==> src/design/btlv_pkg.sv <==
// shared types and constants for the ber tlv stream parser
package btlv_pkg;

    // identifier octet mask and queue sizing
    localparam logic [4:0] TAG_LOW_MASK  = 5'h1F;
    localparam int         QUEUE_DEPTH   = 2;
    localparam int         QUEUE_ADDR_W  = $clog2(QUEUE_DEPTH);
    localparam int         QUEUE_COUNT_W = $clog2(QUEUE_DEPTH + 1);

    // parse phase of the back end
    typedef enum logic [2:0] {
        PH_IDLE,
        PH_TAG_HIGH,
        PH_LEN_FIRST,
        PH_LEN_LONG,
        PH_VALUE,
        PH_DROP_IND,
        PH_DROP_OVF
    } phase_t;

    // error codes reported with each result
    typedef enum logic [2:0] {
        ERR_NONE        = 3'd0,
        ERR_TRUNC_TAG   = 3'd1,
        ERR_TRUNC_LEN   = 3'd2,
        ERR_INDEFINITE  = 3'd3,
        ERR_LEN_OVF     = 3'd4,
        ERR_TRUNC_VALUE = 3'd5
    } err_code_t;

    // classified input byte handed from front to back
    typedef struct packed {
        logic [7:0] data_byte;
        logic       last;
        logic       id_high;
        logic       bit7;
        logic       low7_zero;
    } btlv_token_t;

    // one result item
    typedef struct packed {
        logic        header_valid;
        logic [1:0]  id_class;
        logic        constructed;
        logic [31:0] tag_value;
        logic [31:0] value_length;
        logic        value_valid;
        logic [7:0]  value_byte;
        logic        tlv_end;
        logic [2:0]  error_code;
        logic        buffer_end;
    } btlv_result_t;

endpackage

==> src/design/btlv_if.sv <==
// byte input and result output channel interfaces

// input channel: one encoded byte per item
interface btlv_in_if;
    logic       valid;
    logic       ready;
    logic [7:0] data_byte;
    logic       buffer_last;

    modport source (output valid, output data_byte, output buffer_last, input ready);
    modport sink   (input valid, input data_byte, input buffer_last, output ready);
endinterface

// output channel: one parse result per item
interface btlv_out_if;
    logic        valid;
    logic        ready;
    logic        header_valid;
    logic [1:0]  id_class;
    logic        constructed;
    logic [31:0] tag_value;
    logic [31:0] value_length;
    logic        value_valid;
    logic [7:0]  value_byte;
    logic        tlv_end;
    logic [2:0]  error_code;
    logic        buffer_end;

    modport source (
        output valid, input ready,
        output header_valid, output id_class, output constructed, output tag_value,
        output value_length, output value_valid, output value_byte, output tlv_end,
        output error_code, output buffer_end
    );
    modport sink (
        input valid, output ready,
        input header_valid, input id_class, input constructed, input tag_value,
        input value_length, input value_valid, input value_byte, input tlv_end,
        input error_code, input buffer_end
    );
endinterface

==> src/design/ber_tlv_stream_parser.sv <==
// top level of the ber tlv stream parser
// Parses a stream of BER bytes, one byte per input item with the final byte of each
// buffer marked, and returns exactly one result item per byte: the decoded header
// (class, constructed bit, tag, definite length) on the byte that completes it, each
// content byte passed through, the end of each TLV, and an error code with the buffer
// end. The block takes one byte every clock cycle while the queue has room; a byte is
// classified on entry, held in a two-entry queue and run through the parse state
// machine into an output register, so its result is held first in a queue slot and
// then in the output register. Stalls on the output back up through the queue to the
// input ready. LEN_WIDTH sets the width of the length accumulator and content counter
// (16 to 64 bits); longer lengths are flagged as overflow and value_length reports the
// low 32 bits.
module ber_tlv_stream_parser #(
    parameter int LEN_WIDTH = 32
) (
    input  logic       clk,
    input  logic       rst_n,
    btlv_in_if.sink    in_item,
    btlv_out_if.source out_item
);
    import btlv_pkg::*;

    logic         push;
    logic         queue_full;
    logic         tok_valid;
    logic         tok_pop;
    btlv_token_t  push_token;
    btlv_token_t  tok;
    logic         res_valid;
    btlv_result_t res;

    // byte intake and classification
    btlv_front u_front (
        .in_item    (in_item),
        .queue_full (queue_full),
        .push       (push),
        .token      (push_token)
    );

    // decoupling queue
    btlv_queue u_queue (
        .clk       (clk),
        .rst_n     (rst_n),
        .push      (push),
        .push_data (push_token),
        .full      (queue_full),
        .pop       (tok_pop),
        .pop_valid (tok_valid),
        .pop_data  (tok)
    );

    // parse engine
    btlv_back #(
        .LEN_WIDTH (LEN_WIDTH)
    ) u_back (
        .clk       (clk),
        .rst_n     (rst_n),
        .tok_valid (tok_valid),
        .tok       (tok),
        .tok_pop   (tok_pop),
        .res_valid (res_valid),
        .res       (res),
        .res_ready (out_item.ready)
    );

    // result channel
    assign out_item.valid        = res_valid;
    assign out_item.header_valid = res.header_valid;
    assign out_item.id_class     = res.id_class;
    assign out_item.constructed  = res.constructed;
    assign out_item.tag_value    = res.tag_value;
    assign out_item.value_length = res.value_length;
    assign out_item.value_valid  = res.value_valid;
    assign out_item.value_byte   = res.value_byte;
    assign out_item.tlv_end      = res.tlv_end;
    assign out_item.error_code   = res.error_code;
    assign out_item.buffer_end   = res.buffer_end;

    // a byte is never both header completion and content
    a_hdr_value_excl: assert property (@(posedge clk) disable iff (!rst_n)
        out_item.valid |-> !(out_item.header_valid && out_item.value_valid))
        else $error("header and content reported on the same item");

    // tlv end only on a header or content byte
    a_end_needs_data: assert property (@(posedge clk) disable iff (!rst_n)
        (out_item.valid && out_item.tlv_end)
            |-> (out_item.header_valid || out_item.value_valid))
        else $error("tlv end without header or content");

    // truncation errors only at the buffer end
    a_trunc_at_end: assert property (@(posedge clk) disable iff (!rst_n)
        (out_item.valid && (out_item.error_code == ERR_TRUNC_TAG
            || out_item.error_code == ERR_TRUNC_LEN
            || out_item.error_code == ERR_TRUNC_VALUE))
            |-> out_item.buffer_end)
        else $error("truncation error away from buffer end");

    // content bytes never carry a header or drop error
    a_value_err: assert property (@(posedge clk) disable iff (!rst_n)
        (out_item.valid && out_item.value_valid)
            |-> (out_item.error_code == ERR_NONE
                || out_item.error_code == ERR_TRUNC_VALUE))
        else $error("content item with unexpected error code");

endmodule

==> src/design/btlv_front.sv <==
// front end: accepts input bytes and classifies them for the parser
module btlv_front (
    btlv_in_if.sink              in_item,
    input  logic                 queue_full,
    output logic                 push,
    output btlv_pkg::btlv_token_t token
);
    import btlv_pkg::*;

    // accept whenever the queue has room
    assign in_item.ready = !queue_full;
    assign push          = in_item.valid && !queue_full;

    // byte classification
    always_comb
    begin
        token.data_byte = in_item.data_byte;
        token.last      = in_item.buffer_last;
        token.id_high   = (in_item.data_byte[4:0] == TAG_LOW_MASK);
        token.bit7      = in_item.data_byte[7];
        token.low7_zero = (in_item.data_byte[6:0] == 7'd0);
    end

endmodule

==> src/design/btlv_queue.sv <==
// short queue of classified bytes between front and back
module btlv_queue (
    input  logic                  clk,
    input  logic                  rst_n,
    input  logic                  push,
    input  btlv_pkg::btlv_token_t push_data,
    output logic                  full,
    input  logic                  pop,
    output logic                  pop_valid,
    output btlv_pkg::btlv_token_t pop_data
);
    import btlv_pkg::*;

    btlv_token_t               slot_reg [QUEUE_DEPTH];
    logic [QUEUE_ADDR_W-1:0]   wr_ptr_reg;
    logic [QUEUE_ADDR_W-1:0]   wr_ptr_next;
    logic [QUEUE_ADDR_W-1:0]   rd_ptr_reg;
    logic [QUEUE_ADDR_W-1:0]   rd_ptr_next;
    logic [QUEUE_COUNT_W-1:0]  count_reg;
    logic [QUEUE_COUNT_W-1:0]  count_next;
    logic                      do_push;
    logic                      do_pop;

    assign full      = (count_reg == QUEUE_COUNT_W'(QUEUE_DEPTH));
    assign pop_valid = (count_reg != '0);
    assign pop_data  = slot_reg[rd_ptr_reg];
    assign do_push   = push && !full;
    assign do_pop    = pop && pop_valid;

    // pointer and count update
    always_comb
    begin
        wr_ptr_next = wr_ptr_reg;
        rd_ptr_next = rd_ptr_reg;
        count_next  = count_reg;
        if (do_push)
        begin
            wr_ptr_next = (wr_ptr_reg == QUEUE_ADDR_W'(QUEUE_DEPTH - 1)) ? '0
                        : wr_ptr_reg + QUEUE_ADDR_W'(1);
        end
        if (do_pop)
        begin
            rd_ptr_next = (rd_ptr_reg == QUEUE_ADDR_W'(QUEUE_DEPTH - 1)) ? '0
                        : rd_ptr_reg + QUEUE_ADDR_W'(1);
        end
        if (do_push && !do_pop)
        begin
            count_next = count_reg + QUEUE_COUNT_W'(1);
        end
        else if (do_pop && !do_push)
        begin
            count_next = count_reg - QUEUE_COUNT_W'(1);
        end
    end

    // control registers
    always_ff @(posedge clk or negedge rst_n)
    begin
        if (!rst_n)
        begin
            wr_ptr_reg <= '0;
            rd_ptr_reg <= '0;
            count_reg  <= '0;
        end
        else
        begin
            wr_ptr_reg <= wr_ptr_next;
            rd_ptr_reg <= rd_ptr_next;
            count_reg  <= count_next;
        end
    end

    // storage
    always_ff @(posedge clk)
    begin
        if (do_push)
        begin
            slot_reg[wr_ptr_reg] <= push_data;
        end
    end

endmodule

==> src/design/btlv_back.sv <==
// back end: tlv parse state machine with registered result
module btlv_back #(
    parameter int LEN_WIDTH = 32
) (
    input  logic                   clk,
    input  logic                   rst_n,
    input  logic                   tok_valid,
    input  btlv_pkg::btlv_token_t  tok,
    output logic                   tok_pop,
    output logic                   res_valid,
    output btlv_pkg::btlv_result_t res,
    input  logic                   res_ready
);
    import btlv_pkg::*;

    phase_t                 phase_reg;
    phase_t                 phase_next;
    phase_t                 phase_mid;
    logic [1:0]             held_class_reg;
    logic [1:0]             held_class_next;
    logic                   held_constructed_reg;
    logic                   held_constructed_next;
    logic [31:0]            tag_accum_reg;
    logic [31:0]            tag_accum_next;
    logic [LEN_WIDTH-1:0]   length_accum_reg;
    logic [LEN_WIDTH-1:0]   length_accum_next;
    logic [6:0]             octets_left_reg;
    logic [6:0]             octets_left_next;
    logic [LEN_WIDTH-1:0]   content_left_reg;
    logic [LEN_WIDTH-1:0]   content_left_next;
    logic                   res_valid_reg;
    logic                   res_valid_next;
    btlv_result_t           res_reg;
    btlv_result_t           res_next;

    logic [LEN_WIDTH-1:0]   len_short;
    logic [LEN_WIDTH-1:0]   len_shift;
    logic [LEN_WIDTH-1:0]   length_new;
    logic [31:0]            len_low;
    logic                   len_overflow;
    logic [6:0]             octets_dec;
    logic                   hdr_done;
    logic                   content_done;
    err_code_t              err;

    // consume a byte when the result register is free or being drained
    assign tok_pop   = tok_valid && (!res_valid_reg || res_ready);
    assign res_valid = res_valid_reg;
    assign res       = res_reg;

    // length arithmetic
    assign len_short    = LEN_WIDTH'(tok.data_byte);
    assign len_shift    = {length_accum_reg[LEN_WIDTH-9:0], tok.data_byte};
    assign len_overflow = |length_accum_reg[LEN_WIDTH-1:LEN_WIDTH-8];
    assign octets_dec   = octets_left_reg - 7'd1;
    assign length_new   = (phase_reg == PH_LEN_FIRST) ? len_short : len_shift;
    assign hdr_done     = ((phase_reg == PH_LEN_FIRST) && !tok.bit7)
                       || ((phase_reg == PH_LEN_LONG) && !len_overflow && (octets_dec == 7'd0));
    assign content_done = (content_left_reg == LEN_WIDTH'(1));

    // reported length carries the low 32 bits
    generate
        if (LEN_WIDTH >= 32)
        begin : g_len_wide
            assign len_low = length_new[31:0];
        end
        else
        begin : g_len_narrow
            assign len_low = {{(32 - LEN_WIDTH){1'b0}}, length_new};
        end
    endgenerate

    // next phase
    always_comb
    begin
        phase_mid = phase_reg;
        unique case (phase_reg)
            PH_IDLE:
            begin
                phase_mid = tok.id_high ? PH_TAG_HIGH : PH_LEN_FIRST;
            end
            PH_TAG_HIGH:
            begin
                if (!tok.bit7)
                begin
                    phase_mid = PH_LEN_FIRST;
                end
            end
            PH_LEN_FIRST:
            begin
                if (!tok.bit7)
                begin
                    phase_mid = (len_short == '0) ? PH_IDLE : PH_VALUE;
                end
                else if (tok.low7_zero)
                begin
                    phase_mid = PH_DROP_IND;
                end
                else
                begin
                    phase_mid = PH_LEN_LONG;
                end
            end
            PH_LEN_LONG:
            begin
                if (len_overflow)
                begin
                    phase_mid = PH_DROP_OVF;
                end
                else if (octets_dec == 7'd0)
                begin
                    phase_mid = (len_shift == '0) ? PH_IDLE : PH_VALUE;
                end
            end
            PH_VALUE:
            begin
                if (content_done)
                begin
                    phase_mid = PH_IDLE;
                end
            end
            PH_DROP_IND,
            PH_DROP_OVF:
            begin
                phase_mid = phase_reg;
            end
            default:
            begin
                phase_mid = PH_IDLE;
            end
        endcase
        phase_next = phase_reg;
        if (tok_pop)
        begin
            phase_next = tok.last ? PH_IDLE : phase_mid;
        end
    end

    // error code for this byte
    always_comb
    begin
        err = ERR_NONE;
        if (phase_mid == PH_DROP_IND)
        begin
            err = ERR_INDEFINITE;
        end
        else if (phase_mid == PH_DROP_OVF)
        begin
            err = ERR_LEN_OVF;
        end
        else if (tok.last)
        begin
            if (phase_mid == PH_TAG_HIGH)
            begin
                err = ERR_TRUNC_TAG;
            end
            else if ((phase_mid == PH_LEN_FIRST) || (phase_mid == PH_LEN_LONG))
            begin
                err = ERR_TRUNC_LEN;
            end
            else if (phase_mid == PH_VALUE)
            begin
                err = ERR_TRUNC_VALUE;
            end
        end
    end

    // accumulators and result
    always_comb
    begin
        held_class_next       = held_class_reg;
        held_constructed_next = held_constructed_reg;
        tag_accum_next        = tag_accum_reg;
        length_accum_next     = length_accum_reg;
        octets_left_next      = octets_left_reg;
        content_left_next     = content_left_reg;
        res_next              = res_reg;
        res_valid_next        = res_valid_reg && !res_ready;

        if (tok_pop)
        begin
            res_valid_next = 1'b1;
            res_next       = '0;

            // identifier
            if (phase_reg == PH_IDLE)
            begin
                held_class_next       = tok.data_byte[7:6];
                held_constructed_next = tok.data_byte[5];
                tag_accum_next        = tok.id_high ? 32'd0 : {27'd0, tok.data_byte[4:0]};
            end
            if (phase_reg == PH_TAG_HIGH)
            begin
                tag_accum_next = {tag_accum_reg[24:0], tok.data_byte[6:0]};
            end

            // length octets
            if (phase_reg == PH_LEN_FIRST)
            begin
                length_accum_next = tok.bit7 ? '0 : len_short;
                if (tok.bit7)
                begin
                    octets_left_next = tok.data_byte[6:0];
                end
            end
            if ((phase_reg == PH_LEN_LONG) && !len_overflow)
            begin
                length_accum_next = len_shift;
                octets_left_next  = octets_dec;
            end

            // header report
            if (hdr_done)
            begin
                res_next.header_valid = 1'b1;
                res_next.id_class     = held_class_reg;
                res_next.constructed  = held_constructed_reg;
                res_next.tag_value    = tag_accum_reg;
                res_next.value_length = len_low;
                res_next.tlv_end      = (length_new == '0);
                content_left_next     = length_new;
            end

            // content pass-through
            if (phase_reg == PH_VALUE)
            begin
                res_next.value_valid = 1'b1;
                res_next.value_byte  = tok.data_byte;
                res_next.tlv_end     = content_done;
                content_left_next    = content_left_reg - LEN_WIDTH'(1);
            end

            res_next.error_code = err;
            res_next.buffer_end = tok.last;
        end
    end

    // control and state registers
    always_ff @(posedge clk or negedge rst_n)
    begin
        if (!rst_n)
        begin
            phase_reg            <= PH_IDLE;
            held_class_reg       <= '0;
            held_constructed_reg <= 1'b0;
            tag_accum_reg        <= '0;
            length_accum_reg     <= '0;
            octets_left_reg      <= '0;
            content_left_reg     <= '0;
            res_valid_reg        <= 1'b0;
        end
        else
        begin
            phase_reg            <= phase_next;
            held_class_reg       <= held_class_next;
            held_constructed_reg <= held_constructed_next;
            tag_accum_reg        <= tag_accum_next;
            length_accum_reg     <= length_accum_next;
            octets_left_reg      <= octets_left_next;
            content_left_reg     <= content_left_next;
            res_valid_reg        <= res_valid_next;
        end
    end

    // result payload
    always_ff @(posedge clk)
    begin
        res_reg <= res_next;
    end

endmodule

==> src/flat_wrapper.sv <==
// flat-port wrapper written by rule: the top's interface ports become plain ports
module ber_tlv_stream_parser_flat import btlv_pkg::*;
#(
    parameter int LEN_WIDTH = 32
)
  (clk, rst_n, in_item_valid, in_item_data_byte, in_item_buffer_last, in_item_ready, out_item_valid, out_item_ready, out_item_header_valid, out_item_id_class, out_item_constructed, out_item_tag_value, out_item_value_length, out_item_value_valid, out_item_value_byte, out_item_tlv_end, out_item_error_code, out_item_buffer_end);
  btlv_in_if in_item_i ();
  btlv_out_if out_item_i ();
  input  logic clk;
  input  logic rst_n;
  input wire logic [$bits(in_item_i.valid)-1:0] in_item_valid;
  input wire logic [$bits(in_item_i.data_byte)-1:0] in_item_data_byte;
  input wire logic [$bits(in_item_i.buffer_last)-1:0] in_item_buffer_last;
  output wire logic [$bits(in_item_i.ready)-1:0] in_item_ready;
  output wire logic [$bits(out_item_i.valid)-1:0] out_item_valid;
  input wire logic [$bits(out_item_i.ready)-1:0] out_item_ready;
  output wire logic [$bits(out_item_i.header_valid)-1:0] out_item_header_valid;
  output wire logic [$bits(out_item_i.id_class)-1:0] out_item_id_class;
  output wire logic [$bits(out_item_i.constructed)-1:0] out_item_constructed;
  output wire logic [$bits(out_item_i.tag_value)-1:0] out_item_tag_value;
  output wire logic [$bits(out_item_i.value_length)-1:0] out_item_value_length;
  output wire logic [$bits(out_item_i.value_valid)-1:0] out_item_value_valid;
  output wire logic [$bits(out_item_i.value_byte)-1:0] out_item_value_byte;
  output wire logic [$bits(out_item_i.tlv_end)-1:0] out_item_tlv_end;
  output wire logic [$bits(out_item_i.error_code)-1:0] out_item_error_code;
  output wire logic [$bits(out_item_i.buffer_end)-1:0] out_item_buffer_end;
  assign in_item_i.valid = in_item_valid;
  assign in_item_i.data_byte = in_item_data_byte;
  assign in_item_i.buffer_last = in_item_buffer_last;
  assign in_item_ready = in_item_i.ready;
  assign out_item_valid = out_item_i.valid;
  assign out_item_i.ready = out_item_ready;
  assign out_item_header_valid = out_item_i.header_valid;
  assign out_item_id_class = out_item_i.id_class;
  assign out_item_constructed = out_item_i.constructed;
  assign out_item_tag_value = out_item_i.tag_value;
  assign out_item_value_length = out_item_i.value_length;
  assign out_item_value_valid = out_item_i.value_valid;
  assign out_item_value_byte = out_item_i.value_byte;
  assign out_item_tlv_end = out_item_i.tlv_end;
  assign out_item_error_code = out_item_i.error_code;
  assign out_item_buffer_end = out_item_i.buffer_end;
  ber_tlv_stream_parser #(.LEN_WIDTH(LEN_WIDTH)) u_core (.clk(clk), .rst_n(rst_n), .in_item(in_item_i), .out_item(out_item_i));
endmodule
==> config.mk <==
export PLATFORM = sky130hd
export DESIGN_NAME = ber_tlv_stream_parser_flat
export DESIGN_NICKNAME = d
export VERILOG_FILES = /design/src/design/btlv_pkg.sv /design/src/design/btlv_if.sv /design/src/design/ber_tlv_stream_parser.sv /design/src/design/btlv_front.sv /design/src/design/btlv_queue.sv /design/src/design/btlv_back.sv /design/src/flat_wrapper.sv
export SDC_FILE = /design/constraint.sdc
export NUM_CORES = 1
export LEC_CHECK = 0
export ABC_AREA = 1
export BUFFER_PORTS_ARGS = -buffer_cell sky130_fd_sc_hd__buf_4
export CORE_MARGIN = 2
export CORE_UTILIZATION = 45
export CTS_BUF_LIST = sky130_fd_sc_hd__clkbuf_8
export CTS_CLUSTER_DIAMETER = 40
export DETAILED_ROUTE_END_ITERATION = 7
export GPL_TIMING_DRIVEN = 0
export SKIP_LAST_GASP = 1
export SYNTH_ARGS = -nofsm -noshare
export SYNTH_HDL_FRONTEND = slang
export SYNTH_SLANG_ARGS = --single-unit
==> constraint.sdc <==
create_clock -name clk -period 8.2 [get_ports clk]
set_clock_uncertainty 0.1 [all_clocks]
set_input_delay 1.23 -clock clk [delete_from_list [all_inputs] [get_ports clk]]
set_output_delay 1.23 -clock clk [all_outputs]
set_load 0.02 [all_outputs]
==> results by group, run 1 <==
Global routing
  • First-pass GRT wire length: 39300 µm
  • Gr ovfl total: 0
  • Vias in the first global route: 7356
  • Initial antenna violation count: 0
  • GRT Total Usage: 22.5%
  • Largest net degree at the start of global routing: 88

Logic synthesis
  • Asr flop ratio synth: 52.3%
  • Syn nets: 1041
  • Post-synth EDFFs: 104
  • Synth area leaders: edfxtp_1 32%, dfrtp_1 29%, nand2_1 7.3%, nor2_1 6.3%, inv_1 4.6%
  • Post-Syn Area: 9760 µm²
  • #FFs+latches synth: 218
  • Syn. warnings: 0
  • Synth Flop Type: dfrtp_1
  • Post-Synthesis Cells: 1023
  • Top-area cell type share of the netlist area: 32.0%
  • Seq/Total Area, Yosys: 61.2%
  • Top-count cell post-synth: nand2_1
  • Avg Cell Area, Syn: 9.54 µm²
  • Synth unique cells: 35
  • Area leader, netlist: edfxtp_1
  • Synth cell count leaders: 189 x nand2_1, 163 x nor2_1, 120 x inv_1, 114 x dfrtp_1, 104 x edfxtp_1

Floorplanning
  • Die Area: 22900 µm²
  • Width of the die: 151 µm
  • Row count: 53
  • Initial Util: 46.1%
  • Die Y: 151 µm
  • Core Region: 21200 µm²
  • I/O Pins: 97

Timing
  • Final Cycle Share: 39.3%
  • Final hold violation count: 0
  • Pins over their slew limit: 0
  • Slew Limit Headroom: 33.8%
  • Fin Setup TNS: 0 ps
  • Max frequency: 311 MHz
  • RSZ-0062 raised after global routing: false
  • Fin Hold WS: 387 ps
  • Tmin final: 3220 ps
  • # setup viols final: 0
  • Worst slew pin tran: 990 ps

Setup path
  • Crit-path max FO: 60
  • CP Launch Type: input port
  • Crit path kind: input port to flop
  • Endpoint class of the critical path: flop
  • Critical path required time: 8490 ps
  • Crit path arrival time: 3510 ps

Drt
  • DRC: 0
  • Vias per cell: 5.21
  • Post-route ant nets: 0
  • Routed via count: 7646
  • Iter 0 DRT Violations: 584
  • Total iterations of the first detailed-routing run: 5
  • DRT Wirelength: 25100 µm
  • WL/cell: 17.1 µm

Clock tree
  • Gates resized, CTS repair: 0
  • Worst-case clock buffer depth: 3
  • Cts hold-fix bufs: 0
  • Clock Tree Root: clkbuf_8
  • # clock sinks: 218
  • Post-CTS setup buffers: 0
  • Register clock-pin slew on the reported worst setup and hold paths: 60 ps
  • TritonCTS clock tree: done
  • CTS H-tree depth: 2
  • Clk Latency, worst-skew pair: 550 ps
  • Inserted Clock Buffers: 39

Job
  • Max cap viols: 0

Pwr
  • Maximum VDD drop: 179 µV
  • Power density over the cells: 394 nW/µm²
  • Lkg Pwr: 5.13 nW

Outcome
  • Run status: finished, final reports clean

Placed design
  • # placed instances: 1396
  • Post-DP HPWL: 17400 µm
  • Gpl congestion: 0.891
  • IO buf count: 96

Cells and area
  • Max reg flops: 82
  • Area Overhead vs Synth: 19.5%
  • Ratio of cells with drive above 1 in the final layout: 15.6%
  • Final #Nets: 1180
  • Final non-filler cell total: 1468
  • # diodes: 0

Worst hold path
  • Hold Path Class: flop to flop
## final cells by class
type	count	area, µm²
Buffer	37	181
Multi-Input combinational cell	641	3120
Clock inverter	30	194
Timing Repair Buffer	98	779
Fill cell	1987	9500
Inverter	127	484
Tap cell	275	344
Sequential cell	218	5980
Clock buffer	42	578
## power by group
group,total [mW],internal (mW),switching [mW]
Sequential,1.76,1.56,0.206
Clock,0.995,0.541,0.455
Combinational,1.83,0.573,1.26
Total,4.59,2.67,1.92
## layout by cell type, fill, tap and decap left out, drive strengths merged
master    instances
nand2           193
nor2            167
inv             142
dfrtp           114
buf             107
edfxtp          104
o21ai            81
clkbuf           70
o22ai            56
nand3            50
xor2             22
a21oi            18
nand4            12
nor3             12
o211ai           12
clkinv            8
nor4              5
ha                5
clkinvlp          5
xnor2             5
or2               2
bufinv            2
nand3b            1
## layer usage
layer / GRT usage (%) / share of wire, %
met1: 33.3 / 47
met2: 33.6 / 45
met3: 3.89 / 6.4
met4: 7.66 / 2.4
met5: 0 / 0
## worst paths after layout
| path | slack [ps] | from | to | cells past startpoint |
|---|---|---|---|---|
| max in group asynchronous | 6770 | rst_n | u_core.u_back.tag_accum_reg[30] | 2 |
| setup reg to reg | 5280 | u_core.u_queue.count_reg[0] | u_core.u_back.octets_left_reg[3] | 7 |
| min in group asynchronous | 470 | rst_n | u_core.u_back.content_left_reg[13] | 1 |
| hold / removal | 390 | u_core.u_back.held_class_reg[1] | u_core.u_back.held_class_reg[1] | 2 |
| hold reg to reg | 390 | u_core.u_back.held_class_reg[1] | u_core.u_back.held_class_reg[1] | 2 |
| setup / recovery | 4980 | out_item_ready | u_core.u_back.octets_left_reg[3] | 10 |
## worst max-delay path, cell delays in order
cell	delay [ps]
buf_4	110
inv_1	40
nand2_1	60
o21ai_1	420
inv_4	350
buf_16	330
o21ai_0	250
clkinv_1	380
o211ai_1	190
o21ai_0	120
## stage by stage
stage | utilization (%) | cell area, µm² | power [mW] | setup slack (ps)
after floorplan | - | 9760 | 2.93 | 4690
after global placement | 51.2 | 10800 | 3.57 | 3610
after detailed placement | 51.5 | 10900 | 3.60 | 4410
after CTS | 55.1 | 11700 | 4.60 | 4950
after global routing | 55.1 | 11700 | 4.90 | 4720
final | 55.1 | 11700 | 4.59 | 4980
## logic make-up after synthesis
| group | after synthesis | share of synthesized area (%) |
|---|---|---|
| AOI/OAI and AO/OA | 167 | 9.86 |
| and+or+nand+nor | 442 | 19.0 |
| DFF | 218 | 61.2 |
| adders and majority gates | 5 | 0.641 |
| xor gates and xnor gates | 27 | 2.50 |
| buffers and inverters | 164 | 6.80 |
(Power assumes the default switching activity.)
==> inputs of run 2 (changes only) <==
Clock period 8.2 ns to 3.4 ns, I/O delays scaled along.
==> run 2 against run 1 <==
Combinational power rose by 140%. Via count is essentially flat. Non-clock buffer count grew 1. Flip-flop and latch count unchanged. Critical endpoint unchanged.
==> results by group, run 2 (same netlist as run 1, synthesis figures left out) <==
Global routing
  • Gr ovfl total: 0 (unchanged)
  • Vias in the first global route: 7356 (unchanged)
  • GRT Total Usage: 22.5% (unchanged)
  • Initial antenna violation count: 0 (unchanged)
  • Largest net degree at the start of global routing: 88 (unchanged)
  • First-pass GRT wire length: 39300 µm (unchanged)

Placed design
  • IO buf count: 96 (unchanged)
  • Post-DP HPWL: 17400 µm (unchanged)
  • Gpl congestion: 0.891 (unchanged)

Timing
  • Max frequency: 344 MHz
  • Pins over their slew limit: 0 (unchanged)
  • Final Cycle Share: 85.6%
  • RSZ-0062 raised after global routing: false (unchanged)
  • Tmin final: 2910 ps
  • Worst slew pin tran: 1090 ps (was 990 ps)
  • # setup viols final: 0 (unchanged)
  • Slew Limit Headroom: 27.1% (was 33.8%)
  • Fin Setup TNS: 0 ps (unchanged)
  • Final hold violation count: 0 (unchanged)

Floorplanning
  • Initial Util: 46.1% (unchanged)
  • Core Region: 21200 µm² (unchanged)
  • Row count: 53 (unchanged)
  • Die Area: 22900 µm² (unchanged)
  • Width of the die: 151 µm (unchanged)
  • I/O Pins: 97 (unchanged)
  • Die Y: 151 µm (unchanged)

Drt
  • Total iterations of the first detailed-routing run: 5 (unchanged)
  • Iter 0 DRT Violations: 567 (was 584)
  • Routed via count: 7643 (was 7646)
  • Post-route ant nets: 0 (unchanged)
  • WL/cell: 17.1 µm (about the same)
  • Vias per cell: 5.20 (was 5.21)
  • DRT Wirelength: 25100 µm (about the same)
  • DRC: 0 (unchanged)

Setup path
  • Endpoint class of the critical path: flop (unchanged)
  • Critical path required time: 3690 ps (was 8490 ps)
  • Crit path kind: flop to flop (was input port to flop)
  • Crit-path max FO: 60 (unchanged)
  • CP Cell Sequence: o21ai_1 -> inv_4 -> buf_16 -> o21ai_0 -> clkinv_1 -> o211ai_1 -> o21ai_0 (was buf_4 -> inv_1 -> nand2_1 -> o21ai_1 -> inv_4 -> buf_16 -> o21ai_0 -> clkinv_1 -> o211ai_1 -> o21ai_0)
  • R2R cell count: 7 (unchanged)
  • Worst setup path start: u_core.u_queue.count_reg[0] (was out_item_ready)
  • CP Launch Type: flop (was input port)
  • WP buf/inv: 3 (was 5)
  • Crit path largest cell delay: 620 ps (was 420 ps)
  • Critical R2R Launch: u_core.u_queue.count_reg[0] (unchanged)
  • Top Family by Delay on Critical Path: compound AO/OA/AOI/OAI gates (was buffers and inverters)
  • Stages on the worst setup path: 7 (was 10)
  • Slowest stage cell, crit path: o21ai_1 (unchanged)
  • Crit path arrival time: 3200 ps (was 3510 ps)
  • Crit path top cell by count: o21ai_0 (unchanged)

Cells and area
  • Commonest non-fill, non-tap cell in the layout: nand2_1 (unchanged)
  • Ratio of cells with drive above 1 in the final layout: 15.6% (about the same)
  • Most frequent cells in the layout: 189 x nand2_1, 163 x nor2_1, 138 x inv_1 (unchanged)
  • Max reg flops: 82 (unchanged)
  • Area Overhead vs Synth: 19.6% (was 19.5%)
  • # diodes: 0 (unchanged)
  • Register area: 5980 µm² (unchanged)
  • Final #Nets: 1181 (was 1180)
  • Filler cells: 1988 (was 1987)
  • Multi-input gate area: 3120 µm² (unchanged)

Pwr
  • Pwr Total: 11.1 mW (was 4.59 mW)
  • Lkg Pwr: 5.13 nW (about the same)
  • Maximum VDD drop: 429 µV (was 179 µV)
  • Power density over the cells: 948 nW/µm² (was 394 nW/µm²)

Clock tree
  • Worst-case clock buffer depth: 3 (unchanged)
  • CTS H-tree depth: 2 (unchanged)
  • TritonCTS clock tree: done (unchanged)
  • Register clock-pin slew on the reported worst setup and hold paths: 60 ps (about the same)
  • # clock sinks: 218 (unchanged)
  • Inserted Clock Buffers: 39 (unchanged)
  • Clk Latency, worst-skew pair: 550 ps (about the same)
  • Gates resized, CTS repair: 0 (unchanged)
  • Clock Tree Root: clkbuf_8 (unchanged)

Job
  • Max cap viols: 0 (unchanged)

Worst hold path
  • Hold Path Class: input port to flop (was flop to flop)
  • Worst hold stages: 1 (was 2)
  • Hold_sp: in_item_buffer_last (was u_core.u_back.held_class_reg[1])

Outcome
  • Run status: finished, final reports clean (unchanged)
## run 2: power by group
group	switching, mW	internal (mW)	leakage [nW]	total, mW
clock network	1.09	1.30	0.447	2.40
logic	3.03	1.38	2.15	4.42
registers	0.497	3.75	2.54	4.25
total	4.62	6.44	5.13	11.1
## run 2: worst reg2reg max path, stage by stage (launching register included)
cell and delay, ps:
dfrtp_1 410, o21ai_1 620, inv_4 350, buf_16 320, o21ai_0 290, clkinv_1 380, o211ai_1 190, o21ai_0 120
## run 2: cell type report
type	count	area share (%)
clock buffer	42	4.95
timing repair buffer	99	6.77
multi-input combinational	641	26.7
tap	275	2.95
sequential	218	51.2
inverter	127	4.15
buffer	37	1.56
clock inverter	30	1.66
## run 2: path summary, 6_finish.rpt
path | to | slack, ps
setup / recovery | u_core.u_back.octets_left_reg[3] | 490
min in group asynchronous | u_core.u_back.content_left_reg[13] | 310
setup reg to reg | u_core.u_back.octets_left_reg[3] | 490
max in group asynchronous | u_core.u_back.tag_accum_reg[29] | 2120
hold reg to reg | u_core.u_back.held_class_reg[1] | 390
hold / removal | u_core.u_queue.slot_reg[0][3] | 70
## run 2: per-stage QoR
step	hold slack [ps]	instance area [µm²]	setup WS (ps)	utilization (%)	cells
after floorplan	114	9760	615	-	1023
after global placement	368	10800	-471	51.2	1394
after detailed placement	307	10900	332	51.5	1396
after CTS	47.8	11700	432	55.1	1469
after global routing	50.2	11700	210	55.1	1469
final	66.5	11700	491	55.1	1469
## run 2: repair_timing
| item | CTS | global route |
|---|---|---|
| hold buffers | 1 | 0 |
| setup buffers | 0 | 0 |
| endpoints found under the hold margin | 27 | 0 |
## run 2: layer usage
layer | part of all wire [%] | up-vias | track usage (%)
met2 | 45 | 248 | 33.6
met1 | 47 | 3663 | 33.3
met3 | 6.5 | 49 | 3.89
met5 | 0 | - | 0
met4 | 2.3 | 0 | 7.66
li1 | - | 3683 | -
==> inputs of run 3 (changes only) <==
Settings changed: ABC_AREA 1 to default.
==> run 3 against run 2 <==
Register-to-register slack worse by 90 ps. Largest power group is now sequential cells. Non-clock buffer count increased by 16. Critical path depth down 2. Clock power fell by 7%. Die area fell by 2.6%. Highest routed layer unchanged.
==> results by group, run 3 <==
Outcome
  • Run status: finished, final reports clean (unchanged)

Clock tree
  • Inserted Clock Buffers: 37 (was 39)
  • Register clock-pin slew on the reported worst setup and hold paths: 60 ps (about the same)
  • TritonCTS clock tree: done (unchanged)
  • Clock Tree Root: clkbuf_8 (unchanged)
  • CTS H-tree depth: 2 (unchanged)
  • Worst-case clock buffer depth: 3 (unchanged)
  • # clock sinks: 218 (unchanged)
  • Clk Latency, worst-skew pair: 530 ps (was 550 ps)

Pwr
  • Lkg Pwr: 4.93 nW (was 5.13 nW)
  • Pwr Total: 10.1 mW (was 11.1 mW)
  • Power density over the cells: 893 nW/µm² (was 948 nW/µm²)
  • Maximum VDD drop: 443 µV (was 429 µV)

Placed design
  • Post-DP HPWL: 16400 µm (was 17400 µm)
  • IO buf count: 96 (unchanged)
  • Pre-CTS WS: -70.6 ps (was 332 ps)
  • Gpl congestion: 0.961 (was 0.891)
  • # placed instances: 1219 (was 1396)

Setup path
  • CP Cell Sequence: nor4_1 -> nand4b_1 -> nor2_1 -> clkbuf_1 -> a22o_1 (was o21ai_1 -> inv_4 -> buf_16 -> o21ai_0 -> clkinv_1 -> o211ai_1 -> o21ai_0)
  • Crit path kind: flop to flop (unchanged)
  • Endpoint class of the critical path: flop (unchanged)
  • Crit path arrival time: 3350 ps (was 3200 ps)
  • Crit-path max FO: 10 (was 60)
  • Top Family by Delay on Critical Path: simple AND/OR/NAND/NOR gates (was compound AO/OA/AOI/OAI gates)
  • Crit path largest cell delay: 680 ps (was 620 ps)
  • CP Launch Type: flop (unchanged)
  • Slowest stage cell, crit path: nor4_1 (was o21ai_1)
  • Critical path required time: 3750 ps (was 3690 ps)
  • WP buf/inv: 1 (was 3)

Floorplanning
  • Die Y: 149 µm (was 151 µm)
  • Core Region: 20900 µm² (was 21200 µm²)
  • Width of the die: 149 µm (was 151 µm)
  • Row count: 53 (unchanged)
  • Initial Util: 45.5% (was 46.1%)
  • Die Area: 22300 µm² (was 22900 µm²)
  • I/O Pins: 97 (unchanged)

Drt
  • Vias per cell: 5.62 (was 5.20)
  • Post-route ant nets: 0 (unchanged)
  • WL/cell: 18.7 µm (was 17.1 µm)
  • Total iterations of the first detailed-routing run: 5 (unchanged)
  • DRT Wirelength: 24100 µm (was 25100 µm)
  • Routed via count: 7240 (was 7643)
  • Iter 0 DRT Violations: 660 (was 567)
  • DRC: 0 (unchanged)

Cells and area
  • Final #Nets: 1003 (was 1181)
  • Commonest non-fill, non-tap cell in the layout: dfrtp_1 (was nand2_1)
  • Final core occ: 54.4% (was 55.1%)
  • Area Overhead vs Synth: 19.6% (about the same)
  • Max reg flops: 82 (unchanged)
  • Final non-filler cell total: 1288 (was 1469)
  • Filler cells: 1867 (was 1988)
  • # diodes: 0 (unchanged)
  • Most frequent cells in the layout: 114 x dfrtp_1, 104 x edfxtp_1, 103 x nand2_1 (was 189 x nand2_1, 163 x nor2_1, 138 x inv_1)
  • Ratio of cells with drive above 1 in the final layout: 17.5% (was 15.6%)

Timing
  • Pins over their slew limit: 0 (unchanged)
  • Final Cycle Share: 88.1% (was 85.6%)
  • Slew Limit Headroom: 16.9% (was 27.1%)
  • # setup viols final: 0 (unchanged)
  • RSZ-0062 raised after global routing: false (unchanged)
  • Tmin final: 3000 ps (was 2910 ps)
  • Final hold violation count: 0 (unchanged)
  • Worst setup margin: 405 ps (was 491 ps)
  • Fin Setup TNS: 0 ps (unchanged)
  • Worst slew pin tran: 1210 ps (was 1090 ps)
  • Max frequency: 334 MHz (was 344 MHz)

Logic synthesis
  • #FFs+latches synth: 218 (unchanged)
  • Post-synth EDFFs: 104 (unchanged)
  • Top-count cell post-synth: dfrtp_1 (was nand2_1)
  • Syn nets: 863 (was 1041)
  • Synth cell count leaders: 114 x dfrtp_1, 104 x edfxtp_1, 103 x nand2_1, 60 x o21ai_0, 58 x nor2_1 (was 189 x nand2_1, 163 x nor2_1, 120 x inv_1, 114 x dfrtp_1, 104 x edfxtp_1)
  • Top-area cell type share of the netlist area: 32.9% (was 32.0%)
  • Avg Cell Area, Syn: 11.2 µm² (was 9.54 µm²)
  • Seq/Total Area, Yosys: 62.9% (was 61.2%)
  • Synth Flop Type: dfrtp_1 (unchanged)
  • Synth unique cells: 66 (was 35)
  • Syn. warnings: 0 (unchanged)
  • Synth area leaders: edfxtp_1 33%, dfrtp_1 30%, nand2_1 4.1%, o21ai_0 3.2%, a22o_1 2.9% (was edfxtp_1 32%, dfrtp_1 29%, nand2_1 7.3%, nor2_1 6.3%, inv_1 4.6%)
  • Area leader, netlist: edfxtp_1 (unchanged)
  • Post-Syn Area: 9500 µm² (was 9760 µm²)
  • Asr flop ratio synth: 52.3% (unchanged)
  • Post-Synthesis Cells: 845 (was 1023)

Global routing
  • Met3 Use GR: 4.40% (was 3.89%)
  • Gr ovfl total: 0 (unchanged)
  • Initial antenna violation count: 0 (unchanged)
  • Grt peak-use layer: met1 (was met2)
  • GR Util met1: 32.5% (was 33.3%)
  • Largest net degree at the start of global routing: 87 (was 88)
  • GRT Total Usage: 21.8% (was 22.5%)
  • Vias in the first global route: 6831 (was 7356)
  • Routing usage on met2: 32.1% (was 33.6%)
  • First-pass GRT wire length: 37700 µm (was 39300 µm)

Job
  • Max cap viols: 0 (unchanged)

Worst hold path
  • Hold Path Class: input port to flop (unchanged)
run 3: path summary, 6_finish.rpt:
check / startpoint / endpoint / slack [ps] / depth (start not counted)
worst min register to register: u_core.u_back.tag_accum_reg[28] / u_core.u_back.tag_accum_reg[28] / 360 / 2
min in group asynchronous: rst_n / u_core.u_back.length_accum_reg[20] / 340 / 2
worst max-delay path: u_core.u_back.length_accum_reg[24] / u_core.u_back.length_accum_reg[23] / 400 / 5
worst min-delay path: in_item_data_byte[7] / u_core.u_queue.slot_reg[0][1] / 80 / 1
worst max register to register: u_core.u_back.length_accum_reg[24] / u_core.u_back.length_accum_reg[23] / 400 / 5
max in group asynchronous: rst_n / u_core.u_back.res_valid / 2140 / 3
run 3: power by group:
part / internal, mW / total (mW) / leakage, nW / switching (mW)
clock network: 1.19 / 2.22 / 0.418 / 1.03
logic: 1.28 / 3.71 / 1.96 / 2.43
registers: 3.66 / 4.22 / 2.55 / 0.556
total: 6.12 / 10.1 / 4.93 / 4.02
run 3: worst reg2reg max path, delay by kind of cell (launching register included):
kind                   cells  cell delay, ps
and+or+nand+nor            3            1830
buffers and inverters      1             430
DFF                        1             390
AOI/OAI and AO/OA          1             200
run 3: cells by family after synthesis:
logic type                 synth area share [%]
adders and majority gates                 0.659
xor gates and xnor gates                  0.553
AOI/OAI and AO/OA                          14.2
buffers and inverters                      3.11
DFF                                        62.9
muxes                                      1.25
and+or+nand+nor                            17.3
run 3: cell type report:
| class | count | area, µm² | share of cell area [%] |
|---|---|---|---|
| buffer | 51 | 239 | 2.10 |
| clock buffer | 41 | 564 | 4.97 |
| clock inverter | 26 | 135 | 1.19 |
| inverter | 15 | 60.1 | 0.529 |
| multi-input combinational | 561 | 3240 | 28.5 |
| sequential | 218 | 5980 | 52.6 |
| tap | 275 | 344 | 3.03 |
| timing repair buffer | 101 | 810 | 7.12 |
run 3: routing by layer:
layer  wire length [µm]  vias up  part of all wire [%]
met5                  0        -                     0
met4                553        0                   2.3
met3               1680       47                   7.0
met2              10700      298                    44
met1              11200     3485                    47
li1                   -     3410                     -
run 3: stage by stage:
stage                     hold slack (ps)  area (µm²)
after floorplan                       114        9510
after global placement                345       10600
after detailed placement              306       10600
after CTS                            47.8       11400
after global routing                 50.7       11400
final                                76.6       11400
run 3: repair_timing:
item | CTS | global route
setup buffers | 1 | 0
hold endpoints to repair | 28 | 0
hold buffers | 1 | 0
setup endpoints to repair | 3 | 0
resized for setup | 0 | 0
